[config.mk]
export PLATFORM = sky130hd
export DESIGN_NAME = sps_alu
export DESIGN_NICKNAME = d
export VERILOG_FILES = /design/src/rtl/sps_pkg.sv /design/src/rtl/sps_alu.sv
export SDC_FILE = /design/constraint.sdc
export NUM_CORES = 1
export LEC_CHECK = 0
export BUFFER_PORTS_ARGS = -buffer_cell sky130_fd_sc_hd__buf_2
export CORE_UTILIZATION = 49
export DETAILED_ROUTE_END_ITERATION = 10
export GPL_TIMING_DRIVEN = 1
export PLACE_DENSITY = 0.86
export SLEW_MARGIN = 15
export SYNTH_ARGS = -nofsm -noshare
export SYNTH_HDL_FRONTEND = slang
export SYNTH_SLANG_ARGS = --single-unit
[constraint.sdc]
create_clock -name vclk -period 2.9
set_clock_uncertainty 0.1 [all_clocks]
set_input_delay 0.29 -clock vclk [all_inputs]
set_output_delay 0.29 -clock vclk [all_outputs]
set_load 0.05 [all_outputs]
[src/rtl/sps_pkg.sv]
`timescale 1ns / 1ps
`default_nettype none

package sps_pkg;

    localparam int PAGE_BYTES   = 8192;
    localparam int HEADER_BYTES = 8;
    localparam int PTR_BYTES    = 2;

    localparam int ADDR_W   = $clog2(PAGE_BYTES);
    localparam int BOUND_W  = $clog2(PAGE_BYTES + 1);
    localparam int ALU_W    = 17;
    localparam int PTR_W    = 16;
    localparam int SIZE_W   = 14;
    localparam int CURSOR_W = 14;
    localparam int IDX_W    = 12;
    localparam int OFF_W    = 13;
    localparam int STATUS_W = 3;

    typedef logic [ADDR_W-1:0]  addr_t;
    typedef logic [BOUND_W-1:0] bound_t;
    typedef logic [ALU_W-1:0]   alu_word_t;
    typedef logic [PTR_W-1:0]   ptr_t;

    localparam bound_t    PAGE_BOUND   = bound_t'(PAGE_BYTES);
    localparam bound_t    HEADER_BOUND = bound_t'(HEADER_BYTES);
    localparam alu_word_t PAGE_WORD    = alu_word_t'(PAGE_BYTES);
    localparam alu_word_t HEADER_WORD  = alu_word_t'(HEADER_BYTES);
    localparam alu_word_t PTR_WORD     = alu_word_t'(PTR_BYTES);
    localparam alu_word_t PREV_PTR_STEP = alu_word_t'(PTR_BYTES + 1);
    localparam alu_word_t ONE_WORD     = alu_word_t'(1);
    localparam logic [SIZE_W-1:0] FREE_MAX = SIZE_W'(PAGE_BYTES - HEADER_BYTES);

    localparam logic [1:0] KIND_INSERT = 2'd0;
    localparam logic [1:0] KIND_DATA   = 2'd1;
    localparam logic [1:0] KIND_READ   = 2'd2;
    localparam logic [1:0] KIND_CLEAR  = 2'd3;

    localparam logic [STATUS_W-1:0] STATUS_OK       = 3'd0;
    localparam logic [STATUS_W-1:0] STATUS_NO_FIT   = 3'd1;
    localparam logic [STATUS_W-1:0] STATUS_NO_SLOT  = 3'd2;
    localparam logic [STATUS_W-1:0] STATUS_BAD_OFF  = 3'd3;
    localparam logic [STATUS_W-1:0] STATUS_STRAY    = 3'd4;

    localparam logic REG_MIN_FREE = 1'b0;
    localparam logic REG_LOCKED   = 1'b1;

    typedef struct packed {
        logic [1:0]        kind;
        logic [SIZE_W-1:0] tuple_size;
        logic [7:0]        data_byte;
        logic [IDX_W-1:0]  tuple_index;
        logic [OFF_W-1:0]  byte_offset;
    } sps_in_t;

    typedef struct packed {
        logic [STATUS_W-1:0] status;
        logic [7:0]          read_byte;
        logic [SIZE_W-1:0]   tuple_length;
        logic                last_byte;
        logic [SIZE_W-1:0]   free_space;
    } sps_out_t;

    typedef struct packed {
        logic [SIZE_W-1:0] min_free;
        logic              locked;
    } cfg_t;

    typedef struct packed {
        alu_word_t a;
        alu_word_t b;
        logic      sub;
    } alu_req_t;

    typedef struct packed {
        alu_word_t sum;
        logic      borrow;
    } alu_res_t;

    typedef struct packed {
        logic       we;
        addr_t      addr;
        logic [7:0] wdata;
    } mem_req_t;

endpackage

`default_nettype wire

[src/rtl/sps_alu.sv]
`timescale 1ns / 1ps
`default_nettype none

module sps_alu (
    input  sps_pkg::alu_req_t req,
    output sps_pkg::alu_res_t res
);

    logic [sps_pkg::ALU_W:0] wide;

    assign wide = {1'b0, req.a} + {1'b0, req.b ^ {sps_pkg::ALU_W{req.sub}}}
                + {{sps_pkg::ALU_W{1'b0}}, req.sub};

    assign res.sum    = wide[sps_pkg::ALU_W-1:0];
    assign res.borrow = req.sub & ~wide[sps_pkg::ALU_W];

endmodule

`default_nettype wire

Word level (Yosys, flattened, before mapping)
Index checks and enable logic that the tools add are counted.
Widths: inputs -> output; s select.
Word-level totals
  bits in registers: 0
  output and inout port bits: 18
Cells by class
  add/subtract/negate cells: 2
  bitwise operators: 3
Operator list (number)
  $add 17x17->18: 1
  $add 18x1->18: 1
  $xor 17x17->17: 1
  $and 1x1->1: 1
  $not 1->1: 1

Logic depth before layout (Yosys ltp)
Gate-level depths: netlist of run 1.
  word-level depth: 5
  depth in mapped cells: 10

Worst setup path before layout of run 1
Ideal clock, no wire load.
  kind: input-to-output
  from: input port req[0] in the netlist's numbering
  to: output port res[16] in the netlist's numbering
  arrival: 2785 ps
  data required time: 2510 ps
  setup slack: -275 ps
  stages: 9
  path buffers: 2
  path through: buf_4 -> buf_2 -> xor2_1 -> ha_1 -> nand4_1 -> o221a_4 -> a2111o_1 -> nand2_1 -> xor2_1
RTL lines
  start, declared: line sps_alu.sv:5  | input sps_pkg::alu_req_t req,
  end, declared: line sps_alu.sv:6  | output sps_pkg::alu_res_t res

==> qor.log, run 1 <==
INFO  run_status     status=complete, no violations
INFO  route          detailed_route_wire_length=3030um
INFO  floorplanning  chipHeight=47.7um
INFO  logic_synthesis mappedNetlistNets=192
INFO  worst_setup_path worst_setup_path_start_kind=input pin
INFO  layout         layout.cells.non_filler=231
INFO  power_and_ir_drop powerDensity=532nW/um^2
INFO  power_and_ir_drop power.share.clock=0
INFO  worst_setup_path timing_worst_setup_path_type=in2out
INFO  job            drv_cap=0
INFO  worst_setup_path critical_path_data_arrival_time=2.44ns
INFO  worst_hold_path min_path_type=in2out
INFO  logic_synthesis yosys.area_share.xor_xnor=0.274
INFO  logic_synthesis post-synth-top-area-fraction=0.214
INFO  global_routing grt_first_pass_wirelength=4370um
INFO  sta            worst-slew-pin-transition=0.368ns
INFO  global_routing grt_pass1_vias=1048
INFO  global_routing grt_start_max_net_pins=18
INFO  worst_setup_path timing.critical_path.mode_cell=sky130_fd_sc_hd__o221a_4
INFO  worst_setup_path critical_path_peak_fanout=17
INFO  placement      io_buffer_count=53
INFO  worst_hold_path worstHoldPathCells=3
INFO  power_and_ir_drop leak_pwr=0.000744uW
INFO  logic_synthesis yosys_warnings=0
INFO  sta            timing.final.max_slew_violations=0
INFO  logic_synthesis synthesis.area=1020squm
INFO  worst_setup_path cp_slowest_cell=sky130_fd_sc_hd__ha_1
INFO  route          first_pass_drt_iterations=4
INFO  sta            finalSetupViolCount=0
INFO  logic_synthesis ys_top_cells_by_area=sky130_fd_sc_hd__xor2_1, sky130_fd_sc_hd__ha_1, sky130_fd_sc_hd__a21oi_1, sky130_fd_sc_hd__xnor2_1, sky130_fd_sc_hd__o21ai_0
INFO  power_and_ir_drop power.sequential.fraction=0
INFO  sta            timing.final.hold_violations=0
INFO  placement      numPlacedInstances=225
INFO  worst_hold_path timing.hold.worst_endpoint=res[1]
INFO  worst_hold_path hp-start=req[18]
INFO  floorplanning  row_count=16
INFO  layout         layout.sequential_cells=0
INFO  layout         nClkBuffers=0
INFO  worst_setup_path critical_path_required=2.51ns
INFO  logic_synthesis syn_inst=140
INFO  logic_synthesis synth_fa_ha_area_frac=0.215
INFO  layout         seq_area=0squm
INFO  logic_synthesis seq_area_frac_synth=0
INFO  logic_synthesis synth_top_family_by_area=XOR/XNOR gates
INFO  global_routing grt_overflow_total=0
INFO  route          avgViaCountPerCell=5.54
INFO  placement      routabilityCongestion=0.842
INFO  power_and_ir_drop combPwrFrac=1.000
INFO  logic_synthesis yosys-top-cells-count=sky130_fd_sc_hd__xor2_1, sky130_fd_sc_hd__a21oi_1, sky130_fd_sc_hd__ha_1
INFO  floorplanning  design.core.area=1960squm
INFO  route          first_iter_violations=33
INFO  power_and_ir_drop internal_power=275uW
INFO  floorplanning  die_area=2280squm
INFO  worst_setup_path critical-path-max-stage-delay=0.39ns
INFO  logic_synthesis synth_simple_gate_area_share=0.164
INFO  layout         final_nets=258
INFO  sta            timing.setup.tns=0ns
INFO  logic_synthesis post-synth-top-count-cell=sky130_fd_sc_hd__xor2_1
INFO  logic_synthesis synth_compound_area_frac=0.268
INFO  floorplanning  pin_count=53
INFO  global_routing grt_antenna_before_repair=0
INFO  sta            post-route-period-util=0.975
INFO  sta            timing.fmax=354MHz
INFO  route          drcViolationCount=0
INFO  worst_setup_path crit_path_end_kind=output pin
INFO  power_and_ir_drop p_total=817uW
INFO  layout         antennaDiodeCount=0
INFO  logic_synthesis yosys.cell_types.count=30
INFO  clocking       cts-hold-fix-buffers=0
INFO  logic_synthesis yosysTopAreaCell=sky130_fd_sc_hd__xor2_1
INFO  layout         drive_above_1_share=0.426
INFO  sta            max_slew_margin=0.755
INFO  floorplanning  die_width=47.7um
INFO  route          detail_route.wl_per_cell=13.1um
INFO  floorplanning  starting_density_of_the_core=0.522
INFO  placement      half_perimeter_wire_length_of_the_detailed_placement_result=2460um
INFO  route          via_count=1279
INFO  worst_setup_path cell_chain_critical_path=buf_2, buf_12, xor2_1, ha_1, nand4_1, o221a_4, o221a_4, o21bai_1, buf_4, xor2_4, buf_6
INFO  power_and_ir_drop peak_supply_drop=0.000368V
INFO  route          routed_antenna_nets=0
INFO  power_and_ir_drop switching_share=0.664
INFO  power_and_ir_drop switchingPower=542uW
INFO  sta            fin_crit=2.83ns
INFO  layout         layout_area_growth_over_synthesis=50.1%
INFO  logic_synthesis mux_share_of_post_synthesis_cell_area=0.0134
INFO  global_routing global_route.usage.total=0.263
INFO  logic_synthesis synth_area_per_cell=7.31squm
## power groups by stage
stage	logic, uW	registers (uW)	clock network, uW
5_1_grt	873	0	0
3_5_place_dp	771	0	0
3_3_place_gp	753	0	0
4_1_cts	779	0	0
2_1_floorplan	597	0	0
6_report	817	0	0
## final cells by class
cell class	instances	area [sq um]
multi-input cells	129	1060
inverters	4	15.0
fillers	157	425
repair buffers	71	428
well taps	27	33.8
## repair_timing
action,4_1_cts,5_1_grt
pin swaps,0,5
resized for setup,2,9
setup endpoints to repair,2,6
buffers inserted,0,6
## worst max path at each step
| stage | from | end | slack [ns] |
|---|---|---|---|
| floorplan | req[0] | res[10] | -0.14 |
| global placement | req[0] | res[14] | 0.06 |
| detailed placement | req[0] | res[14] | -0.04 |
| CTS | req[0] | res[14] | 0.02 |
| global route | req[0] | res[12] | -0.05 |
| finish | req[0] | res[14] | 0.07 |
## cells by family after synthesis
group           count (synthesis)
fa+ha+maj                      17
buf+inv                        11
simple gates                   34
mux                             1
compound gates                 45
xor+xnor                       32
## cells in the final DEF, fill, tap and decap left out, drive strengths merged, types with 4 or more instances in the layout
cell / Yosys / routed
nand2: 13 / 13
nor2: 6 / 6
ha: 16 / 16
o21ai: 11 / 11
xor2: 25 / 25
inv: 4 / 4
nand4: 6 / 6
buf: 6 / 71
xnor2: 7 / 7
a21oi: 22 / 22
## critical path, delay by kind of cell
kind                     cells  cell delay (ns)
AND/OR/NAND/NOR              1             0.16
XOR/XNOR                     2             0.30
buffers and inverters        4             0.61
adder cells (fa/ha/maj)      1             0.39
AO/OA/AOI/OAI                3             0.68
## metal layers
| layer | GRT usage | vias up | share of wire |
|---|---|---|---|
| li1 | - | 629 | - |
| met1 | 0.340 | 596 | 0.39 |
| met2 | 0.497 | 50 | 0.55 |
| met3 | 0.00377 | 4 | 0.050 |
| met4 | 0.0333 | 0 | 0.0083 |
| met5 | 0 | - | 0 |
## per-stage QoR
step	util	cell area [sq um]	hold slack (ns)	setup WS, ns
after floorplan	-	1110	0.748	-0.143
after global placement	0.742	1460	0.844	0.0611
after detailed placement	0.742	1460	0.858	-0.0403
after CTS	0.744	1460	0.858	0.0196
after global routing	0.783	1540	0.867	-0.0513
final	0.783	1540	0.853	0.0728
Note: power is estimated with default switching activity, not from simulation.
==> run 2, diff against run 1 <==
==> constraint.sdc (replaced) <==
create_clock -name vclk -period 2.9
set_clock_uncertainty 0.1 [all_clocks]
set_input_delay 0.435 -clock vclk [all_inputs]
set_output_delay 0.435 -clock vclk [all_outputs]
set_load 0.05 [all_outputs]
==> run 2 against run 1 <==
Effect of this change: the flow now stops in global routing (5_1_grt); synthesized cell count is the same; area after synthesis did not move.
==> qor.log, run 2 <==
INFO  global_routing grt_overflow_total=13
INFO  floorplanning  row_count=16 [unchanged]
INFO  run_status     firstError=[ERROR GRT-0116] Global routing finished with congestion. Check the congestion regions in the DRC Viewer.
INFO  logic_synthesis post-synth-top-area-fraction=0.214 [unchanged]
INFO  global_routing grt_pass1_vias=2025
INFO  placement      io_buffer_count=53 [unchanged]
INFO  logic_synthesis seq_area_frac_synth=0 [unchanged]
INFO  logic_synthesis yosys.cell_types.count=30 [unchanged]
INFO  placement      routabilityCongestion=0.890 [+5.7%]
INFO  run_status     last-stage-reached=global routing (5_1_grt)
INFO  logic_synthesis yosys-top-cells-count=sky130_fd_sc_hd__xor2_1, sky130_fd_sc_hd__a21oi_1, sky130_fd_sc_hd__ha_1
INFO  logic_synthesis post-synth-top-count-cell=sky130_fd_sc_hd__xor2_1
INFO  placement      half_perimeter_wire_length_of_the_detailed_placement_result=3200um [+30%]
INFO  floorplanning  die_width=47.7um [unchanged]
INFO  run_status     status=aborted with a tool error
INFO  logic_synthesis synth_area_per_cell=7.31squm [unchanged]
INFO  global_routing global_route.usage.total=0.695
INFO  logic_synthesis synthesis.area=1020squm [unchanged]
INFO  logic_synthesis yosysTopAreaCell=sky130_fd_sc_hd__xor2_1
INFO  floorplanning  pin_count=53 [unchanged]
INFO  logic_synthesis syn_inst=140 [unchanged]
INFO  floorplanning  starting_density_of_the_core=0.522 [unchanged]
INFO  logic_synthesis mappedNetlistNets=192 [unchanged]
INFO  logic_synthesis yosys_warnings=0 [unchanged]
INFO  logic_synthesis ys_top_cells_by_area=sky130_fd_sc_hd__xor2_1, sky130_fd_sc_hd__ha_1, sky130_fd_sc_hd__a21oi_1, sky130_fd_sc_hd__xnor2_1, sky130_fd_sc_hd__o21ai_0
INFO  global_routing grt_start_max_net_pins=10
INFO  global_routing grt_first_pass_wirelength=10600um
INFO  floorplanning  chipHeight=47.7um [unchanged]
## run 2: metrics by stage
step	util	cells	worst slack [ns]	instance area [sq um]	hold WS, ns
floorplan	-	140	-0.0444	1250	1.04
global placement	0.904	250	-0.152	1770	1.13
detailed placement	0.904	250	-0.278	1770	1.17
CTS	0.966	254	-0.0234	1890	1.17
## run 2: logic make-up after synthesis
family | Yosys count | synth area share
xor gates and xnor gates | 32 | 0.274
muxes | 1 | 0.0134
and+or+nand+nor | 34 | 0.164
AOI/OAI and AO/OA | 45 | 0.268
buffers and inverters | 11 | 0.0660
adders and majority gates | 17 | 0.215
## run 2: timing repair
item / in CTS
buffers inserted: 4
pin swaps: 8
hold buffers: 0
setup endpoints to repair: 9
gates cloned: 0
resized for setup: 27
## run 2: metal layers
layer,GRT overflow,GRT usage
met5,0,0
met4,6,0.806
met3,0,0.517
met2,7,0.924
met1,0,0.628
==> run 3, diff against run 2 <==
--- a/config.mk
+++ b/config.mk
@@ -6,10 +6,11 @@
 export NUM_CORES = 1
 export LEC_CHECK = 0
 export BUFFER_PORTS_ARGS = -buffer_cell sky130_fd_sc_hd__buf_2
-export CORE_UTILIZATION = 49
+export CORE_AREA = 2 2 63 65
 export DETAILED_ROUTE_END_ITERATION = 10
+export DIE_AREA = 0 0 65 67
 export GPL_TIMING_DRIVEN = 1
-export PLACE_DENSITY = 0.86
+export PLACE_DENSITY_LB_ADDON = 0.15
 export SLEW_MARGIN = 15
 export SYNTH_ARGS = -nofsm -noshare
 export SYNTH_HDL_FRONTEND = slang
==> run 3 against run 2 <==
Effect of this change: the flow now finishes, with violations (negative setup slack).
==> qor.log, run 3 (synthesis gave the netlist of run 1 again) <==
INFO  layout         seq_area=0squm
INFO  worst_setup_path critical_path_data_arrival_time=2.40ns
INFO  route          first_pass_drt_iterations=4
INFO  route          drcViolationCount=0
INFO  floorplanning  die_area=4360squm
INFO  layout         antennaDiodeCount=0
INFO  layout         final_nets=281
INFO  global_routing grt_antenna_before_repair=0
INFO  layout         layout_area_growth_over_synthesis=104%
INFO  layout         layout.sequential_cells=0
INFO  worst_setup_path cp_slowest_cell=sky130_fd_sc_hd__a2111o_1
INFO  power_and_ir_drop peak_supply_drop=0.000237V
INFO  worst_setup_path critical_path_required=2.37ns
INFO  power_and_ir_drop leak_pwr=0.000937uW
INFO  sta            timing.fmax=341MHz
INFO  global_routing grt_start_max_net_pins=9
INFO  route          via_count=1338
INFO  layout         drive_above_1_share=0.626
INFO  run_status     failed_checks=negative setup slack
INFO  placement      io_buffer_count=53 [unchanged]
INFO  floorplanning  die_width=65um [+36%]
INFO  sta            grt_setup_unrepaired=yes
INFO  sta            finalSetupViolCount=1
INFO  floorplanning  design.core.area=3610squm
INFO  floorplanning  chipHeight=67um [+40%]
INFO  layout         layout.filler_cells=335
INFO  sta            worst-slew-pin-transition=0.409ns
INFO  sta            max_slew_margin=0.726
INFO  placement      numPlacedInstances=271 [+8.4%]
INFO  worst_hold_path worstHoldPathCells=3
INFO  worst_setup_path critical_path_peak_fanout=5
INFO  clocking       cts-hold-fix-buffers=0 [unchanged]
INFO  layout         postLayoutCoreUtil=0.578
INFO  worst_setup_path cell_chain_critical_path=buf_12, buf_12, xor2_1, ha_1, nand4_1, o221a_4, a2111o_1, nand2_2, xor2_4, buf_6
INFO  sta            post-route-period-util=1.01
INFO  floorplanning  row_count=22 [+6]
INFO  floorplanning  pin_count=53 [unchanged]
INFO  worst_hold_path timing.hold.worst_endpoint=res[1]
INFO  power_and_ir_drop powerDensity=513nW/um^2
INFO  sta            fin_crit=2.93ns
INFO  global_routing grt_first_pass_wirelength=5440um
INFO  placement      place_ws=-0.230ns [+0.0483 ns]
INFO  worst_setup_path timing_worst_setup_path_type=in2out
INFO  route          detail_route.wl_per_cell=12.7um
INFO  layout         layout_commonest_cell=sky130_fd_sc_hd__buf_2
INFO  sta            postLayoutSetupSlackWorst=-0.0349ns
INFO  worst_setup_path path_delay_family=compound AO/OA/AOI/OAI gates
INFO  route          detailed_route_wire_length=3490um
INFO  worst_hold_path hp-start=req[18]
INFO  worst_setup_path crit_buf_inv=3
INFO  floorplanning  starting_density_of_the_core=0.284 [-0.238]
INFO  layout         layout.cells.non_filler=275
INFO  global_routing grt_overflow_total=0
INFO  placement      half_perimeter_wire_length_of_the_detailed_placement_result=2710um [-15%]
INFO  global_routing grt_pass1_vias=1295
INFO  job            drv_cap=0
INFO  worst_hold_path min_path_type=in2out
INFO  worst_setup_path worst_setup_path_start_kind=input pin
INFO  route          avgViaCountPerCell=4.87
INFO  global_routing global_route.usage.total=0.153
INFO  layout         multi_input_comb_area=1310squm
INFO  layout         most-common-layout-cells=sky130_fd_sc_hd__buf_2, sky130_fd_sc_hd__buf_4, sky130_fd_sc_hd__xor2_1
INFO  route          first_iter_violations=15
INFO  worst_setup_path crit_path_end_kind=output pin
INFO  placement      routabilityCongestion=0.804 [-9.7%]
INFO  worst_setup_path critical-path-max-stage-delay=0.40ns
INFO  sta            timing.final.hold_violations=0
INFO  worst_setup_path timing.critical_path.mode_cell=sky130_fd_sc_hd__buf_12
INFO  route          routed_antenna_nets=0
INFO  run_status     status=finished with violations
INFO  layout         nClkBuffers=0
INFO  sta            timing.final.max_slew_violations=0
-- run 3: worst max-delay path by stage --
stage	startpoint	endpoint	slack, ns	cells past startpoint
after floorplan	req[0]	res[6]	-0.04	7
after global placement	req[0]	res[16]	-0.17	10
after detailed placement	req[0]	res[15]	-0.23	10
after CTS	req[0]	res[16]	-0.06	10
after global routing	req[0]	res[16]	-0.14	10
final	req[0]	res[16]	-0.03	10
-- run 3: stage by stage --
step	cell area [sq um]	setup TNS (ns)	power, uW	hold WS, ns
2_1_floorplan	1250	-0.126	671	1.04
6_report	2090	-0.0349	1070	1.15
5_1_grt	2090	-0.384	1130	1.17
4_1_cts	1930	-0.0896	994	1.15
3_5_place_dp	1800	-1.30	913	1.15
3_3_place_gp	1800	-0.931	907	1.13
-- run 3: per-layer routing --
layer | vias up | part of all wire | GRT usage
li1 | 677 | - | -
met5 | - | 0 | 0
met2 | 31 | 0.54 | 0.295
met4 | 0 | 0.0054 | 0.00266
met1 | 628 | 0.42 | 0.195
met3 | 2 | 0.036 | 0.0118
-- run 3: cell type report --
type	count	area share
inverter	4	0.00720
tap	48	0.0288
timing repair buffer	94	0.336
multi-input combinational	129	0.628
-- run 3: power breakdown --
group | total, uW | internal [uW] | leakage (uW) | switching [uW]
clock network | 0 | 0 | 0 | 0
registers | 0 | 0 | 0 | 0
logic | 1070 | 445 | 0.000937 | 624
-- run 3: what timing repair did --
item | in CTS | in global routing
pin swaps | 11 | 13
hold endpoints to repair | 0 | 0
setup buffers | 4 | 0
endpoints found under the setup margin | 10 | 12
cloned | 1 | 0
resized for setup | 22 | 41
