`config.mk`:
```
export PLATFORM = sky130hd
export DESIGN_NAME = sps_seq
export DESIGN_NICKNAME = d
export VERILOG_FILES = /design/src/rtl/sps_pkg.sv /design/src/rtl/sps_seq.sv
export SDC_FILE = /design/constraint.sdc
export NUM_CORES = 1
export LEC_CHECK = 0
export ABC_AREA = 1
export BUFFER_PORTS_ARGS = -buffer_cell sky130_fd_sc_hd__buf_4
export CAP_MARGIN = 25
export CORE_UTILIZATION = 32
export CTS_CLUSTER_SIZE = 20
export DETAILED_ROUTE_END_ITERATION = 7
export SYNTH_ARGS = -nofsm -noshare
export SYNTH_HDL_FRONTEND = slang
export SYNTH_SLANG_ARGS = --single-unit
```
`constraint.sdc`:
```
create_clock -name clk -period 3.3 [get_ports clk]
set_input_delay 0.66 -clock clk [delete_from_list [all_inputs] [get_ports clk]]
set_output_delay 0.66 -clock clk [all_outputs]
set_load 0.02 [all_outputs]
```
`src/rtl/sps_pkg.sv`:
```
`timescale 1ns / 1ps
`default_nettype none

package sps_pkg;

    localparam int PAGE_BYTES   = 8192;
    localparam int HEADER_BYTES = 8;
    localparam int PTR_BYTES    = 2;

    localparam int ADDR_W   = $clog2(PAGE_BYTES);
    localparam int BOUND_W  = $clog2(PAGE_BYTES + 1);
    localparam int ALU_W    = 17;
    localparam int PTR_W    = 16;
    localparam int SIZE_W   = 14;
    localparam int CURSOR_W = 14;
    localparam int IDX_W    = 12;
    localparam int OFF_W    = 13;
    localparam int STATUS_W = 3;

    typedef logic [ADDR_W-1:0]  addr_t;
    typedef logic [BOUND_W-1:0] bound_t;
    typedef logic [ALU_W-1:0]   alu_word_t;
    typedef logic [PTR_W-1:0]   ptr_t;

    localparam bound_t    PAGE_BOUND   = bound_t'(PAGE_BYTES);
    localparam bound_t    HEADER_BOUND = bound_t'(HEADER_BYTES);
    localparam alu_word_t PAGE_WORD    = alu_word_t'(PAGE_BYTES);
    localparam alu_word_t HEADER_WORD  = alu_word_t'(HEADER_BYTES);
    localparam alu_word_t PTR_WORD     = alu_word_t'(PTR_BYTES);
    localparam alu_word_t PREV_PTR_STEP = alu_word_t'(PTR_BYTES + 1);
    localparam alu_word_t ONE_WORD     = alu_word_t'(1);
    localparam logic [SIZE_W-1:0] FREE_MAX = SIZE_W'(PAGE_BYTES - HEADER_BYTES);

    localparam logic [1:0] KIND_INSERT = 2'd0;
    localparam logic [1:0] KIND_DATA   = 2'd1;
    localparam logic [1:0] KIND_READ   = 2'd2;
    localparam logic [1:0] KIND_CLEAR  = 2'd3;

    localparam logic [STATUS_W-1:0] STATUS_OK       = 3'd0;
    localparam logic [STATUS_W-1:0] STATUS_NO_FIT   = 3'd1;
    localparam logic [STATUS_W-1:0] STATUS_NO_SLOT  = 3'd2;
    localparam logic [STATUS_W-1:0] STATUS_BAD_OFF  = 3'd3;
    localparam logic [STATUS_W-1:0] STATUS_STRAY    = 3'd4;

    localparam logic REG_MIN_FREE = 1'b0;
    localparam logic REG_LOCKED   = 1'b1;

    typedef struct packed {
        logic [1:0]        kind;
        logic [SIZE_W-1:0] tuple_size;
        logic [7:0]        data_byte;
        logic [IDX_W-1:0]  tuple_index;
        logic [OFF_W-1:0]  byte_offset;
    } sps_in_t;

    typedef struct packed {
        logic [STATUS_W-1:0] status;
        logic [7:0]          read_byte;
        logic [SIZE_W-1:0]   tuple_length;
        logic                last_byte;
        logic [SIZE_W-1:0]   free_space;
    } sps_out_t;

    typedef struct packed {
        logic [SIZE_W-1:0] min_free;
        logic              locked;
    } cfg_t;

    typedef struct packed {
        alu_word_t a;
        alu_word_t b;
        logic      sub;
    } alu_req_t;

    typedef struct packed {
        alu_word_t sum;
        logic      borrow;
    } alu_res_t;

    typedef struct packed {
        logic       we;
        addr_t      addr;
        logic [7:0] wdata;
    } mem_req_t;

endpackage

`default_nettype wire

```
`src/rtl/sps_seq.sv`:
```
`timescale 1ns / 1ps
`default_nettype none

module sps_seq (
    input  wire               clk,
    input  wire               rst_n,
    input  wire               req_valid,
    input  sps_pkg::sps_in_t  req_data,
    output logic              busy,
    input  sps_pkg::cfg_t     cfg,
    input  wire               res_ready,
    output logic              res_valid,
    output sps_pkg::sps_out_t res_data,
    output sps_pkg::alu_req_t alu_req,
    input  sps_pkg::alu_res_t alu_res,
    output sps_pkg::mem_req_t mem_req,
    input  wire [7:0]         mem_rdata
);

    typedef enum logic [23:0] {
        S_IDLE     = 24'h000001,
        S_INS_FREE = 24'h000002,
        S_INS_USED = 24'h000004,
        S_INS_FIT  = 24'h000008,
        S_INS_MIN  = 24'h000010,
        S_INS_PTR  = 24'h000020,
        S_INS_WLO  = 24'h000040,
        S_INS_WHI  = 24'h000080,
        S_DAT_WR   = 24'h000100,
        S_DAT_DEC  = 24'h000200,
        S_RD_SLOT  = 24'h000400,
        S_RD_CNT   = 24'h000800,
        S_RD_P0    = 24'h001000,
        S_RD_P1    = 24'h002000,
        S_RD_P2    = 24'h004000,
        S_RD_P3    = 24'h008000,
        S_RD_P4    = 24'h010000,
        S_RD_LEN   = 24'h020000,
        S_RD_OFF   = 24'h040000,
        S_RD_ADDR  = 24'h080000,
        S_RD_MEM   = 24'h100000,
        S_RD_BYTE  = 24'h200000,
        S_CLR      = 24'h400000,
        S_FIN      = 24'h800000
    } state_t;

    state_t                          state_reg, state_next;
    sps_pkg::bound_t                 lower_reg, lower_next;
    sps_pkg::bound_t                 upper_reg, upper_next;
    sps_pkg::bound_t                 cursor_reg, cursor_next;
    logic [sps_pkg::SIZE_W-1:0]      remaining_reg, remaining_next;
    sps_pkg::sps_in_t                item_reg, item_next;
    sps_pkg::alu_word_t              acc_reg, acc_next;
    sps_pkg::alu_word_t              aux_reg, aux_next;
    sps_pkg::ptr_t                   start_reg, start_next;
    sps_pkg::ptr_t                   end_reg, end_next;
    sps_pkg::ptr_t                   len_reg, len_next;
    logic [sps_pkg::STATUS_W-1:0]    status_reg, status_next;
    logic [7:0]                      rbyte_reg, rbyte_next;
    logic [sps_pkg::SIZE_W-1:0]      tlen_reg, tlen_next;
    logic                            last_reg, last_next;
    logic                            byte_ok_reg, byte_ok_next;
    sps_pkg::ptr_t                   upper_ptr;

    assign upper_ptr = sps_pkg::ptr_t'(upper_reg);

    always_comb
    begin
        state_next     = state_reg;
        lower_next     = lower_reg;
        upper_next     = upper_reg;
        cursor_next    = cursor_reg;
        remaining_next = remaining_reg;
        item_next      = item_reg;
        acc_next       = acc_reg;
        aux_next       = aux_reg;
        start_next     = start_reg;
        end_next       = end_reg;
        len_next       = len_reg;
        status_next    = status_reg;
        rbyte_next     = rbyte_reg;
        tlen_next      = tlen_reg;
        last_next      = last_reg;
        byte_ok_next   = byte_ok_reg;
        alu_req.a      = '0;
        alu_req.b      = '0;
        alu_req.sub    = 1'b0;
        mem_req.we     = 1'b0;
        mem_req.addr   = '0;
        mem_req.wdata  = '0;

        case (state_reg)
            S_IDLE:
            begin
                if (req_valid)
                begin
                    item_next   = req_data;
                    status_next = sps_pkg::STATUS_OK;
                    rbyte_next  = '0;
                    tlen_next   = '0;
                    last_next   = 1'b0;
                    case (req_data.kind)
                        sps_pkg::KIND_INSERT: state_next = S_INS_FREE;
                        sps_pkg::KIND_DATA:   state_next = S_DAT_WR;
                        sps_pkg::KIND_READ:   state_next = S_RD_SLOT;
                        default:              state_next = S_CLR;
                    endcase
                end
            end
            S_INS_FREE:
            begin
                alu_req.a   = sps_pkg::alu_word_t'(upper_reg);
                alu_req.b   = sps_pkg::alu_word_t'(lower_reg);
                alu_req.sub = 1'b1;
                acc_next    = alu_res.sum;
                state_next  = S_INS_USED;
            end
            S_INS_USED:
            begin
                alu_req.a  = sps_pkg::alu_word_t'(item_reg.tuple_size);
                alu_req.b  = sps_pkg::PTR_WORD;
                aux_next   = alu_res.sum;
                state_next = S_INS_FIT;
            end
            S_INS_FIT:
            begin
                alu_req.a   = acc_reg;
                alu_req.b   = aux_reg;
                alu_req.sub = 1'b1;
                acc_next    = alu_res.sum;
                if (alu_res.borrow)
                begin
                    status_next = sps_pkg::STATUS_NO_FIT;
                    state_next  = S_FIN;
                end
                else
                begin
                    state_next = S_INS_MIN;
                end
            end
            S_INS_MIN:
            begin
                alu_req.a   = acc_reg;
                alu_req.b   = sps_pkg::alu_word_t'(cfg.min_free);
                alu_req.sub = 1'b1;
                if (alu_res.borrow || cfg.locked)
                begin
                    status_next = sps_pkg::STATUS_NO_FIT;
                    state_next  = S_FIN;
                end
                else
                begin
                    state_next = S_INS_PTR;
                end
            end
            S_INS_PTR:
            begin
                alu_req.a      = sps_pkg::alu_word_t'(upper_reg);
                alu_req.b      = sps_pkg::alu_word_t'(item_reg.tuple_size);
                alu_req.sub    = 1'b1;
                upper_next     = sps_pkg::bound_t'(alu_res.sum);
                cursor_next    = sps_pkg::bound_t'(alu_res.sum);
                remaining_next = item_reg.tuple_size;
                state_next     = S_INS_WLO;
            end
            S_INS_WLO:
            begin
                mem_req.we    = 1'b1;
                mem_req.addr  = sps_pkg::addr_t'(lower_reg);
                mem_req.wdata = upper_ptr[7:0];
                alu_req.a     = sps_pkg::alu_word_t'(lower_reg);
                alu_req.b     = sps_pkg::ONE_WORD;
                acc_next      = alu_res.sum;
                state_next    = S_INS_WHI;
            end
            S_INS_WHI:
            begin
                mem_req.we    = 1'b1;
                mem_req.addr  = sps_pkg::addr_t'(acc_reg);
                mem_req.wdata = upper_ptr[15:8];
                alu_req.a     = sps_pkg::alu_word_t'(lower_reg);
                alu_req.b     = sps_pkg::PTR_WORD;
                lower_next    = sps_pkg::bound_t'(alu_res.sum);
                state_next    = S_FIN;
            end
            S_DAT_WR:
            begin
                if (remaining_reg == '0)
                begin
                    status_next = sps_pkg::STATUS_STRAY;
                    state_next  = S_FIN;
                end
                else
                begin
                    mem_req.we    = (cursor_reg < sps_pkg::PAGE_BOUND);
                    mem_req.addr  = sps_pkg::addr_t'(cursor_reg);
                    mem_req.wdata = item_reg.data_byte;
                    alu_req.a     = sps_pkg::alu_word_t'(cursor_reg);
                    alu_req.b     = sps_pkg::ONE_WORD;
                    cursor_next   = sps_pkg::bound_t'(alu_res.sum[sps_pkg::CURSOR_W-1:0]);
                    state_next    = S_DAT_DEC;
                end
            end
            S_DAT_DEC:
            begin
                alu_req.a      = sps_pkg::alu_word_t'(remaining_reg);
                alu_req.b      = sps_pkg::ONE_WORD;
                alu_req.sub    = 1'b1;
                remaining_next = alu_res.sum[sps_pkg::SIZE_W-1:0];
                state_next     = S_FIN;
            end
            S_RD_SLOT:
            begin
                alu_req.a  = sps_pkg::HEADER_WORD;
                alu_req.b  = sps_pkg::alu_word_t'({item_reg.tuple_index, 1'b0});
                acc_next   = alu_res.sum;
                state_next = S_RD_CNT;
            end
            S_RD_CNT:
            begin
                alu_req.a   = acc_reg;
                alu_req.b   = sps_pkg::alu_word_t'(lower_reg);
                alu_req.sub = 1'b1;
                if (!alu_res.borrow)
                begin
                    status_next = sps_pkg::STATUS_NO_SLOT;
                    state_next  = S_FIN;
                end
                else
                begin
                    state_next = S_RD_P0;
                end
            end
            S_RD_P0:
            begin
                mem_req.addr = sps_pkg::addr_t'(acc_reg);
                alu_req.a    = acc_reg;
                alu_req.b    = sps_pkg::ONE_WORD;
                acc_next     = alu_res.sum;
                state_next   = S_RD_P1;
            end
            S_RD_P1:
            begin
                mem_req.addr    = sps_pkg::addr_t'(acc_reg);
                start_next[7:0] = mem_rdata;
                alu_req.a       = acc_reg;
                alu_req.b       = sps_pkg::PREV_PTR_STEP;
                alu_req.sub     = 1'b1;
                acc_next        = alu_res.sum;
                state_next      = S_RD_P2;
            end
            S_RD_P2:
            begin
                start_next[15:8] = mem_rdata;
                if (item_reg.tuple_index == '0)
                begin
                    end_next   = sps_pkg::ptr_t'(sps_pkg::PAGE_BYTES);
                    state_next = S_RD_LEN;
                end
                else
                begin
                    mem_req.addr = sps_pkg::addr_t'(acc_reg);
                    alu_req.a    = acc_reg;
                    alu_req.b    = sps_pkg::ONE_WORD;
                    acc_next     = alu_res.sum;
                    state_next   = S_RD_P3;
                end
            end
            S_RD_P3:
            begin
                mem_req.addr  = sps_pkg::addr_t'(acc_reg);
                end_next[7:0] = mem_rdata;
                state_next    = S_RD_P4;
            end
            S_RD_P4:
            begin
                end_next[15:8] = mem_rdata;
                state_next     = S_RD_LEN;
            end
            S_RD_LEN:
            begin
                alu_req.a   = sps_pkg::alu_word_t'(end_reg);
                alu_req.b   = sps_pkg::alu_word_t'(start_reg);
                alu_req.sub = 1'b1;
                len_next    = alu_res.sum[sps_pkg::PTR_W-1:0];
                tlen_next   = alu_res.sum[sps_pkg::SIZE_W-1:0];
                state_next  = S_RD_OFF;
            end
            S_RD_OFF:
            begin
                alu_req.a   = sps_pkg::alu_word_t'(item_reg.byte_offset);
                alu_req.b   = sps_pkg::alu_word_t'(len_reg);
                alu_req.sub = 1'b1;
                if (!alu_res.borrow)
                begin
                    status_next = sps_pkg::STATUS_BAD_OFF;
                    state_next  = S_FIN;
                end
                else
                begin
                    state_next = S_RD_ADDR;
                end
            end
            S_RD_ADDR:
            begin
                alu_req.a  = sps_pkg::alu_word_t'(start_reg);
                alu_req.b  = sps_pkg::alu_word_t'(item_reg.byte_offset);
                acc_next   = alu_res.sum;
                state_next = S_RD_MEM;
            end
            S_RD_MEM:
            begin
                mem_req.addr = sps_pkg::addr_t'(acc_reg);
                byte_ok_next = (acc_reg < sps_pkg::PAGE_WORD);
                alu_req.a    = sps_pkg::alu_word_t'(item_reg.byte_offset);
                alu_req.b    = sps_pkg::ONE_WORD;
                acc_next     = alu_res.sum;
                state_next   = S_RD_BYTE;
            end
            S_RD_BYTE:
            begin
                rbyte_next = byte_ok_reg ? mem_rdata : 8'd0;
                last_next  = (acc_reg == sps_pkg::alu_word_t'(len_reg));
                state_next = S_FIN;
            end
            S_CLR:
            begin
                lower_next     = sps_pkg::HEADER_BOUND;
                upper_next     = sps_pkg::PAGE_BOUND;
                cursor_next    = '0;
                remaining_next = '0;
                state_next     = S_FIN;
            end
            S_FIN:
            begin
                alu_req.a   = sps_pkg::alu_word_t'(upper_reg);
                alu_req.b   = sps_pkg::alu_word_t'(lower_reg);
                alu_req.sub = 1'b1;
                if (res_ready)
                begin
                    state_next = S_IDLE;
                end
            end
            default:
            begin
                state_next = S_IDLE;
            end
        endcase
    end

    always_ff @(posedge clk or negedge rst_n)
    begin
        if (!rst_n)
        begin
            state_reg     <= S_IDLE;
            lower_reg     <= sps_pkg::HEADER_BOUND;
            upper_reg     <= sps_pkg::PAGE_BOUND;
            cursor_reg    <= '0;
            remaining_reg <= '0;
        end
        else
        begin
            state_reg     <= state_next;
            lower_reg     <= lower_next;
            upper_reg     <= upper_next;
            cursor_reg    <= cursor_next;
            remaining_reg <= remaining_next;
        end
    end

    always_ff @(posedge clk)
    begin
        item_reg    <= item_next;
        acc_reg     <= acc_next;
        aux_reg     <= aux_next;
        start_reg   <= start_next;
        end_reg     <= end_next;
        len_reg     <= len_next;
        status_reg  <= status_next;
        rbyte_reg   <= rbyte_next;
        tlen_reg    <= tlen_next;
        last_reg    <= last_next;
        byte_ok_reg <= byte_ok_next;
    end

    assign busy      = (state_reg != S_IDLE);
    assign res_valid = (state_reg == S_FIN);

    always_comb
    begin
        res_data.status       = status_reg;
        res_data.read_byte    = rbyte_reg;
        res_data.tuple_length = tlen_reg;
        res_data.last_byte    = last_reg;
        res_data.free_space   = alu_res.sum[sps_pkg::SIZE_W-1:0];
    end

endmodule

`default_nettype wire

```
Word level (Yosys, flattened, before mapping)
Index checks and enable logic that the tools add are counted.
{"block": "word_totals", "reg_bits": 236, "latchBits": 0, "mem_bits_rw": 0, "romBits": 0, "input_bits": 94, "output_inout_bits": 99, "wordCells": 133, "memories": 0}
{"block": "classes", "addsub": 0, "mul": 0, "n_div": 0, "magnitude_cmp": 2, "n_eq_ne": 38, "n_shift": 0, "muxes": 43, "bitwise_logic": 0, "n_reduce_logical": 29}
{"cell": "34-bit one-hot mux with 18 select lines", "n": 1}
{"cell": "24-bit one-hot mux with 21 select lines", "n": 1}
{"cell": "24-bit 2-to-1 mux", "n": 7}
{"cell": "14-bit one-hot mux with 2 select lines", "n": 3}
{"cell": "14-bit one-hot mux with 3 select lines", "n": 2}
{"cell": "23-bit one-hot mux with 3 select lines", "n": 1}
{"cell": "13-bit one-hot mux with 4 select lines", "n": 1}
{"cell": "8-bit one-hot mux with 2 select lines", "n": 3}
{"cell": "34-bit 2-to-1 mux", "n": 1}
{"cell": "17-bit one-hot mux with 2 select lines", "n": 1}
{"cell": "31-bit 2-to-1 mux", "n": 1}
{"cell": "14-bit 2-to-1 mux", "n": 2}
{"cell": "24-bit by 1-bit equality test with 1-bit output, second input constant", "n": 1}
{"cell": "24-bit by 10-bit equality test with 1-bit output, second input constant", "n": 1}
{"cell": "24-bit by 11-bit equality test with 1-bit output, second input constant", "n": 1}
{"cell": "24-bit by 12-bit equality test with 1-bit output, second input constant", "n": 1}
{"cell": "24-bit by 13-bit equality test with 1-bit output, second input constant", "n": 1}
{"cell": "24-bit by 14-bit equality test with 1-bit output, second input constant", "n": 1}
{"cell": "24-bit by 15-bit equality test with 1-bit output, second input constant", "n": 1}
{"cell": "24-bit by 16-bit equality test with 1-bit output, second input constant", "n": 1}
{"cell": "24-bit by 17-bit equality test with 1-bit output, second input constant", "n": 1}
{"cell": "24-bit by 18-bit equality test with 1-bit output, second input constant", "n": 1}
{"cell": "24-bit by 19-bit equality test with 1-bit output, second input constant", "n": 1}
{"cell": "24-bit by 2-bit equality test with 1-bit output, second input constant", "n": 1}
{"cell": "other kinds (44)", "n": 76}

Depth between registers and ports, before layout
{"block": "logic_depth", "word_depth": 4, "mapped_depth": 13, "mapped_depth_nobuf": 12}

Worst setup path after synthesis
Ideal clock, no wire load.
{"block": "synth_timing", "kind": "reg2reg", "from": "reg state_reg[22]", "to": "reg item_reg[0] in the netlist's numbering (enable)", "setup_ps": 416, "arrival_ps": 2655, "path_slack_ps": 230, "path_stages_with_launch": 9, "synth_period_minus_slack_ps": 3070, "path_cell_list": "dfrtp_1 nor2_2 nand2_2 nor2_8 nand2_4 inv_2 buf_6 nand2_2 nor2_2"}
{"block": "synth_via", "elab_chain_len": 2}
{"item": "from (decl)", "line_no": "sps_seq.sv:47", "text": "state_t state_reg, state_next;"}
{"item": "from (signal assigned)", "line_no": "sps_seq.sv:363", "text": "state_reg <= state_next;"}
{"item": "24-bit by 1-bit equality test with 1-bit output", "line_no": "sps_seq.sv:92", "text": "case (state_reg)"}
{"item": "2-bit AND reduction (no source line)"}
{"item": "to (signal assigned)", "line_no": "sps_seq.sv:373", "text": "item_reg <= item_next;"}
{"item": "to (decl)", "line_no": "sps_seq.sv:52", "text": "sps_pkg::sps_in_t item_reg, item_next;"}
Every way passes these cells.
A chain may end at the register's enable or synchronous reset.

==> results.py <==
metrics = {
    "routing": {
        "vias": 10500,
        "ant_nets": 0,
        "wirelength_mm": 47.5,
        "routedWlPerCell_um": 23.7,
        "first_pass_iters": 6,
        "drtIter0Drc": 1117,
        "route.detailed.drc": 0,
        "vias_per_cell": 5.26,
    },
    "timing": {
        "setup_ws_ns": -0.00743,
        "fin_crit_ns": 3.31,
        "finalCritPeriodShare": 1.00,
        "hold_ws_ns": 0.140,
        "rsz0062_at_grt": "yes",
        "hold_violations": 0,
        "fin_skew_ns": 0.0282,
        "worst_pin_slew_ns": 0.731,
        "finalMaxSlewViolations": 0,
        "setup_viol": 2,
        "relSlewSlack": 0.511,
        "fmax_ghz": 0.302,
    },
    "power_and_ir_drop": {
        "power_mw": 10.2,
        "pwr_density_cell_mw_per_mm2": 647,
        "p_leak_nw": 7.30,
        "vdd_drop_max_v": 0.000465,
        "internal_power_mw": 6.63,
        "switching_power_mw": 3.54,
        "power_switching_share": 0.348,
        "power_frac_seq": 0.438,
        "power_frac_comb": 0.288,
        "clkPwrFrac": 0.275,
    },
    "floorplan": {
        "core-area_mm2": 0.0348,
        "die-width_um": 191,
        "fp.dieArea_mm2": 0.0364,
        "initial_core_util": 0.328,
        "pin_count": 193,
        "die_y_um": 191,
        "fp-row-count": 68,
    },
    "cts": {
        "clk_path_buf_depth": 3,
        "cts_max_level": 1,
        "clock_latency_ns": 0.56,
        "cts_tree": "built",
        "cts-root-buf": "clkbuf_16",
        "cts_hold_buf": 0,
        "cts_made_buffers": 26,
        "cts.sinks": 236,
        "clk_pin_slew_worst_paths_ns": 0.06,
    },
    "synthesis": {
        "avgSynthCellArea_um2": 9.11,
        "synth_nets": 1347,
        "synth-compound-area-share": 0.0736,
        "synth_seq_cells": 236,
        "synthMuxAreaShare": 0,
        "ys_warn_count": 0,
        "yosys.area_share.simple": 0.261,
        "synthCells": 1253,
        "synth_xor_area_frac": 0.00384,
        "seq_area_frac_synth": 0.586,
        "synth_adder_area_share": 0,
        "synth_top_family_by_area": "simple AND/OR/NAND/NOR gates",
        "synthesis.area_mm2": 0.0114,
        "synth_cell_types": 43,
    },
    "worst_setup_path": {
        "crit_fanout": 14,
        "timing.rr.start": "state_reg[20]",
        "cp-startpoint": "state_reg[7]",
        "required_ns": 2.64,
        "critical-path-max-stage-delay_ns": 0.43,
        "path_delay_family": "simple AND/OR/NAND/NOR gates",
        "cp_slowest_cell": "dfrtp_1",
        "start_kind": "flop",
        "crit_chain": "nor2_4 > nand2_4 > nor2_8 > buf_4 > nand3_4 > inv_4 > nand2_4 > clkinv_4 > buf_12 > nand2_1 > nand3_1 > nor2_1 > nand2_1 > buf_4",
        "critPathBufInv": 5,
        "critPathKind": "reg -> out",
        "cp.arrival_ns": 2.65,
        "worst_setup_path_end_kind": "primary output",
    },
    "grt": {
        "grt_overflow": 0,
        "first_global_vias": 9986,
        "grt_pass1_wl_mm": 65.8,
        "antenna_found_initial": 0,
        "grt.total_usage": 0.251,
        "grt_max_degree": 44,
    },
    "finish": {
        "utilization": 0.452,
        "largest_reg_flops": 47,
        "mostFrequentLayoutCells": "317 x nand2_1, 242 x buf_4, 156 x edfxtp_1",
        "diodes": 0,
        "layout.nets": 1621,
        "regArea_mm2": 0.00669,
        "final_common_cell": "nand2_1",
        "multiInputGateArea_mm2": 0.00444,
        "drive_gt1_frac": 0.309,
        "fillerInstances": 3384,
        "area_delta_synth_final_pct": 37.7,
    },
    "placed_design": {
        "dp_hpwl_mm": 34.9,
        "port_buffers": 192,
        "globalplace.congestion": 1.01,
    },
    "worst_hold_path": {
        "min_path_type": "in -> async",
    },
    "run": {
        "max-cap-violations": 0,
    },
    "status": {
        "status": "complete, but fails checks",
        "violations": "setup timing",
    },
}
-- layout make-up --
type / count / area share
clock inverters: 8 / 0.00470
multi-input cells: 820 / 0.282
inverters: 144 / 0.0377
well taps: 455 / 0.0362
clock buffers: 39 / 0.0458
flip-flops and latches: 236 / 0.426
repair buffers: 299 / 0.167
-- what timing repair did --
action / CTS / global route
setup buffers: 18 / 27
pin swaps: 11 / 23
endpoints found under the setup margin: 53 / 46
gates resized for setup: 51 / 160
gates cloned: 1 / 6
-- path summary, 6_finish.rpt --
| path | cells past startpoint | slack (ns) | to |
|---|---|---|---|
| max in group asynchronous | 2 | 2.32 | lower_reg[3] |
| worst max-delay path | 14 | -0.007 | alu_req[27] |
| worst min-delay path | 1 | 0.14 | state_reg[9] |
| min in group clk | 1 | 0.28 | item_reg[12] |
| worst max register to register | 12 | 0.70 | remaining_reg[6] |
| worst min register to register | 2 | 0.49 | cursor_reg[5] |
-- routing by layer --
layer / track usage / routed length (um) / vias up
li1: - / - / 4699
met2: 0.391 / 21300 / 622
met3: 0.0405 / 4230 / 120
met4: 0.105 / 2320 / 0
met5: 0 / 0 / -
met1: 0.345 / 19700 / 5081
-- cell families (layout without fill, tap and decap cells) --
logic type	Yosys count	after routing
and+or+nand+nor	676	676
DFF	236	236
buffers and inverters	197	490
AOI/OAI and AO/OA	139	139
xor gates and xnor gates	5	5
-- metrics by stage --
step                instances  setup slack, ns  setup TNS, ns  cell area, um^2
floorplan                1253            0.230              0            11400
global placement         1901            0.134              0            13600
detailed placement       1901            0.161              0            13600
CTS                      1967         -0.00820        -0.0105            14700
global route             2001          -0.0932          -1.63            15700
finish                   2001         -0.00743        -0.0137            15700
-- power by group through the flow --
stage,combinational (mW),clock [mW],sequential (mW)
2_1_floorplan,1.28,0,4.49
3_3_place_gp,2.47,0,4.47
3_5_place_dp,2.50,0,4.48
4_1_cts,2.60,2.82,4.43
5_1_grt,3.14,2.93,4.52
6_report,2.92,2.79,4.45
-- cells in the mapped netlist (all sizes together) --
library cell / n / area, um^2
o221ai: 13 / 114
o21ai: 61 / 305
or2: 2 / 12.5
a22o: 2 / 17.5
clkinv: 2 / 8.75
nand4: 20 / 125
nor2: 178 / 800
nand3b: 3 / 22.5
nand2: 359 / 1410
nor4: 4 / 25.0
clkbuf: 8 / 30.0
and3: 1 / 6.26
inv: 142 / 533
nand3: 100 / 526
a31oi: 3 / 18.8
a22oi: 9 / 67.6
a211oi: 2 / 15.0
and2: 1 / 6.26
nor3: 8 / 45.0
buf: 45 / 287
dfstp: 3 / 78.8
xor2: 5 / 43.8
a221oi: 2 / 17.5
o2bb2ai: 1 / 8.76
a21oi: 17 / 85.1
o211ai: 6 / 45.0
o21a: 1 / 7.51
edfxtp: 156 / 4680
dfrtp: 77 / 1930
o22ai: 22 / 138
Note: power is estimated with default switching activity, not from simulation.
